**src/rtl/tkm_pkg.sv**
```systemverilog
// package for the triaxial kalman magnitude block
// shared widths, register indexes and controller command/status types; no dependencies
package tkm_pkg;

  localparam int unsigned FracBits = 16;
  localparam int unsigned DataW    = 24;
  localparam int unsigned CovW     = 26;
  localparam int unsigned GainW    = 24;
  localparam int unsigned RawW     = 16;
  localparam int unsigned CfgIdxW  = 2;
  localparam int unsigned CfgDataW = 26;

  // error covariance after reset, 1.0 in Q2.24
  localparam logic [CovW-1:0] InitCovReset = 26'd16777216;

  localparam logic [CfgIdxW-1:0] RegProcNoise = 2'd0;
  localparam logic [CfgIdxW-1:0] RegMeasNoise = 2'd1;
  localparam logic [CfgIdxW-1:0] RegInitCov   = 2'd2;
  localparam logic [CfgIdxW-1:0] RegGravity   = 2'd3;

  typedef enum logic [3:0] {
    ST_IDLE, ST_PREP, ST_DIV, ST_AXIS, ST_COV, ST_SQSUM, ST_SQRT, ST_PEAK, ST_OUT
  } state_e;

  typedef struct packed {
    logic load;      // capture input beat, compute measurements and p1
    logic div_start; // start gain division
    logic div_step;  // one quotient bit
    logic axis_step; // update one axis
    logic cov_upd;   // covariance update
    logic sq_step;   // accumulate one square
    logic sqrt_start;
    logic sqrt_step; // one result bit
    logic peak_upd;
  } tkm_cmd_t;

  typedef struct packed {
    logic div_done;
    logic axis_last;
    logic sq_last;
    logic sqrt_done;
  } tkm_sts_t;

endpackage

```
**src/rtl/tkm_ctrl.sv**
```systemverilog
// controller state machine for the triaxial kalman magnitude block
// depends on tkm_pkg
module tkm_ctrl (
  input  logic             clk_i,
  input  logic             rst_ni,
  input  logic             in_fire_i,
  input  logic             out_busy_i,
  input  tkm_pkg::tkm_sts_t sts_i,
  output tkm_pkg::tkm_cmd_t cmd_o,
  output logic             idle_o,
  output logic             out_load_o
);
  import tkm_pkg::*;

  state_e state_q, state_d;

  always_ff @(posedge clk_i or negedge rst_ni) begin
    if (!rst_ni) state_q <= ST_IDLE;
    else         state_q <= state_d;
  end

  always_comb begin
    state_d    = state_q;
    cmd_o      = '0;
    out_load_o = 1'b0;
    idle_o     = 1'b0;
    case (state_q)
      ST_IDLE: begin
        idle_o = 1'b1;
        if (in_fire_i) begin
          cmd_o.load = 1'b1;
          state_d    = ST_PREP;
        end
      end
      ST_PREP: begin
        cmd_o.div_start = 1'b1;
        state_d         = ST_DIV;
      end
      ST_DIV: begin
        cmd_o.div_step = 1'b1;
        if (sts_i.div_done) state_d = ST_AXIS;
      end
      ST_AXIS: begin
        cmd_o.axis_step = 1'b1;
        if (sts_i.axis_last) state_d = ST_COV;
      end
      ST_COV: begin
        cmd_o.cov_upd = 1'b1;
        state_d       = ST_SQSUM;
      end
      ST_SQSUM: begin
        cmd_o.sq_step = 1'b1;
        if (sts_i.sq_last) state_d = ST_SQRT;
      end
      ST_SQRT: begin
        cmd_o.sqrt_step = 1'b1;
        if (sts_i.sqrt_done) state_d = ST_PEAK;
      end
      ST_PEAK: begin
        cmd_o.peak_upd = 1'b1;
        state_d        = ST_OUT;
      end
      ST_OUT: begin
        if (!out_busy_i) begin
          out_load_o = 1'b1;
          state_d    = ST_IDLE;
        end
      end
      default: state_d = ST_IDLE;
    endcase
    if (state_q == ST_SQSUM && sts_i.sq_last) cmd_o.sqrt_start = 1'b1;
  end

endmodule

```
**config.mk**
```make
export PLATFORM = sky130hd
export DESIGN_NAME = tkm_ctrl
export DESIGN_NICKNAME = d
export VERILOG_FILES = /design/src/rtl/tkm_pkg.sv /design/src/rtl/tkm_ctrl.sv
export SDC_FILE = /design/constraint.sdc
export NUM_CORES = 1
export LEC_CHECK = 0
export BUFFER_PORTS_ARGS = -buffer_cell sky130_fd_sc_hd__buf_2
export CAP_MARGIN = 30
export CORE_AREA = 5 5 42 44
export CTS_CLUSTER_DIAMETER = 80
export DETAILED_ROUTE_END_ITERATION = 6
export DIE_AREA = 0 0 47 49
export HOLD_SLACK_MARGIN = 0.08
export SLEW_MARGIN = 5
export SYNTH_ARGS = -nofsm -noshare
export SYNTH_HDL_FRONTEND = slang
export SYNTH_SLANG_ARGS = --single-unit
```
**constraint.sdc**
```tcl
create_clock -name clk_i -period 2.8 [get_ports clk_i]
set_input_delay 0 -clock clk_i [delete_from_list [all_inputs] [get_ports clk_i]]
set_output_delay 0 -clock clk_i [all_outputs]
set_load 0.01 [all_outputs]
```
Word level (Yosys, flattened, before mapping)
Index checks and enable logic that the tools add are counted.
Storage, ports and cells
  register bits: 4
  bits of input ports: 8
Operators by class
  multiplexer cells: 20
  reductions and logical operators: 3
  equal/unequal tests: 14
Operators with widths (count)
  $pmux 4 s9: 1
  $mux 4: 6
  $eq 4x3->1 const B: 4
  $mux 1: 13
  $ne 2x2->1 const B: 6
  $eq 4x2->1 const B: 2
  $reduce_and 6->1: 1
  $eq 4x1->1 const B: 1
  $eq 4x4->1 const B: 1
  $logic_not 4->1: 1
  $logic_and 1x1->1: 1

Depth between registers and ports, before layout
  depth after elaboration: 3
  gate-level depth with buffers: 4
  gate-level depth less buffers: 3

Worst setup path after synthesis
Ideal clock, no wire load.
  path kind: reg2reg
  from: register state_q[1]
  to: register state_q[0]
  path slack: 1.611 ns
  cell stages (with the launch flop): 5
  arrival time: 1.122 ns
  library setup time: 0.067 ns
  clock period less this slack: 1.189 ns
  cell sequence: dfrtp_1 buf_6 nor4_4 and2_4 a311o_1
On the way
  longest elaborated chain between the ends: 3
  elaborated cells on any way between the ends: 17
RTL lines
  start, declared: line tkm_ctrl.sv:15  | state_e state_q, state_d;
  start signal, assigned: line tkm_ctrl.sv:19  | else state_q <= state_d;
  $eq 4x2->1, or another cell as far along: line tkm_ctrl.sv:27  | case (state_q)
  $ne 2x2->1 (no line)
  $reduce_and 6->1 (no line)
Parallel ways exist; a longest one is shown, timed or not.
A chain may end at the register's enable or synchronous reset.

==> flow_summary.json <==
{
  "run_status": "complete, no violations",
  "period_minus_slack_ns": 1.40,
  "drt-initial-drc-count": 2,
  "first_pass_iters": 2,
  "fin_util": 0.337,
  "crit_fanout": 12,
  "yosys.area.top_type": "dfrtp_1",
  "path_class": "register to output pin",
  "final_common_cell": "buf_2",
  "via_per_inst": 4.45,
  "skew_ns": 0.00139,
  "worstPathArrival_ns": 1.40,
  "maxSlewViolCount": 0,
  "largest-register": "state_q",
  "synth_top_area_share": 0.286,
  "syn_inst": 40,
  "placementRows": 14,
  "area_growth_pct": 34.6,
  "drive_gt1_frac": 0.467,
  "nets": 70,
  "diodes": 0,
  "grtUsageTotal": 0.0847,
  "worst_pin_slew_ns": 0.420,
  "cts_resized": 0,
  "cp-end-kind": "output pin",
  "final_cells": 76,
  "pre_cts_ws_ns": 1.48,
  "fill_cells": 165,
  "hold_path_class": "primary input to async pin",
  "reg_top3": "state_q (4)",
  "grt_max_degree": 13,
  "clock.fmax_mhz": 714,
  "initial_utilization": 0.250,
  "die_y_um": 49,
  "cts.clk_slew.worst_paths_ns": 0.04,
  "leakagePower_nw": 0.227,
  "final.setup.worst_slack_ns": 1.40,
  "cts_root_buffer": "clkbuf_4",
  "die_area_mm2": 0.00230,
  "synth_warnings": 0,
  "setup_viol": 0,
  "place_congestion": 0.731,
  "h-tree-depth": 1,
  "ff_latch_area_um2": 100,
  "clock_tree.buffer_depth": 2,
  "relSlewSlack": 0.720,
  "setup_tns_ns": 0,
  "grt_antenna_before_repair": 0,
  "synth_fp_nets": 48,
  "min_period_over_period": 0.500,
  "powerDensity_mw_per_mm2": 961,
  "syn_area_um2": 350,
  "grt_pass1_wl_um": 1450,
  "cts_tree": "done",
  "dpl.cell_count": 70,
  "multi_input_area_um2": 209,
  "maxCapViolations": 0,
  "clock_sinks": 4,
  "largest_reg_flops": 4,
  "cp.required_ns": 2.80,
  "clock_latency_ns": 0.23,
  "wl_per_cell_um": 10.9,
  "synth-seq-area-share": 0.286,
  "wirelength_um": 832,
  "place_hpwl_um": 617,
  "ys_ff_latch": 4,
  "die_w_um": 47,
  "synth_cell_types": 18,
  "start_kind": "register",
  "vias": 338,
  "port_buffers": 18,
  "grt-ovfl-total": 0,
  "drc": 0,
  "synth_area_leaders": "dfrtp_1, buf_6, nor2_1",
  "rsz0062_at_grt": "no",
  "hold_viol_final": 0,
  "antenna_left": 0,
  "grt_pass1_vias": 345,
  "ioPinCount": 19,
  "final_cell_mix": "buf_2, nor2_1, nor3_1, dfrtp_1",
  "core_area_mm2": 0.00140,
  "postSynthAreaPerCell_um2": 8.76,
  "ir_worst_vdd_v": 0.000360,
  "cts_buffers": 3
}
==> worst max-delay path, cell delays in order (launching register included) <==
cell and delay, ns:
dfrtp_1 0.51, or2b_2 0.36, nor3_1 0.14, buf_2 0.16
==> routing by layer <==
| layer | up-vias | track usage | part of all wire |
|---|---|---|---|
| met5 | - | 0 | 0 |
| met4 | 0 | 0.0553 | 0 |
| met3 | 0 | 0.0148 | 0.060 |
| met2 | 7 | 0.129 | 0.52 |
| met1 | 150 | 0.104 | 0.42 |
| li1 | 181 | - | - |
==> cells in the mapped netlist <==
master and n:
or2b_2 1, nor3_1 5, dfrtp_1 4, and2_1 1, nand2b_1 1, a221oi_1 1
nand2b_2 3, nand4b_1 2, nor2_1 8, nor4_4 1, a311o_1 1, buf_6 3
a21oi_1 3, o21ai_0 1, and2_4 1, buf_4 1, and4bb_2 1, nand2_1 2
==> timing repair <==
action | CTS | global route
endpoints found under the hold margin | 7 | 0
setup buffers | 0 | 0
hold buffers | 3 | 0
==> report_power, final <==
part | internal, mW | leakage, nW | switching [mW] | total [mW]
registers | 0.0816 | 0.0501 | 0.0765 | 0.158
logic | 0.120 | 0.163 | 0.105 | 0.224
clock network | 0.0479 | 0.0138 | 0.0229 | 0.0708
==> through the flow <==
step                total power [mW]  instance area, um2  hold slack, ns
finish                         0.453                 472           0.102
global route                   0.499                 472           0.135
CTS                            0.463                 472           0.101
detailed placement             0.386                 419          -0.194
global placement               0.380                 419          -0.190
floorplan                      0.349                 350          -0.296
==> final timing paths <==
path / slack, ns / start / cells after the start / to
hold / removal: 0.10 / rst_ni / 2 / state_q[3]
setup reg to reg: 1.49 / state_q[3] / 3 / state_q[0]
max in group asynchronous: 2.58 / rst_ni / 2 / state_q[2]
setup / recovery: 1.40 / state_q[0] / 3 / cmd_o[6]
hold reg to reg: 0.67 / state_q[3] / 1 / state_q[2]
min in group clk_i: 0.11 / in_fire_i / 3 / state_q[0]
==> area by class of cell <==
class	count	area share
well taps	16	0.0424
repair buffers	21	0.255
multi-input cells	32	0.443
clock buffers	3	0.0477
flip-flops and latches	4	0.212
==> kinds of logic (layout without fill, tap and decap cells) <==
group / after synthesis / after routing / synth area share
AND/OR/NAND/NOR: 26 / 26 / 0.486
flip-flops: 4 / 4 / 0.286
AO/OA/AOI/OAI: 6 / 6 / 0.111
buffers and inverters: 4 / 24 / 0.118
Power figures use the tool's default switching activity.
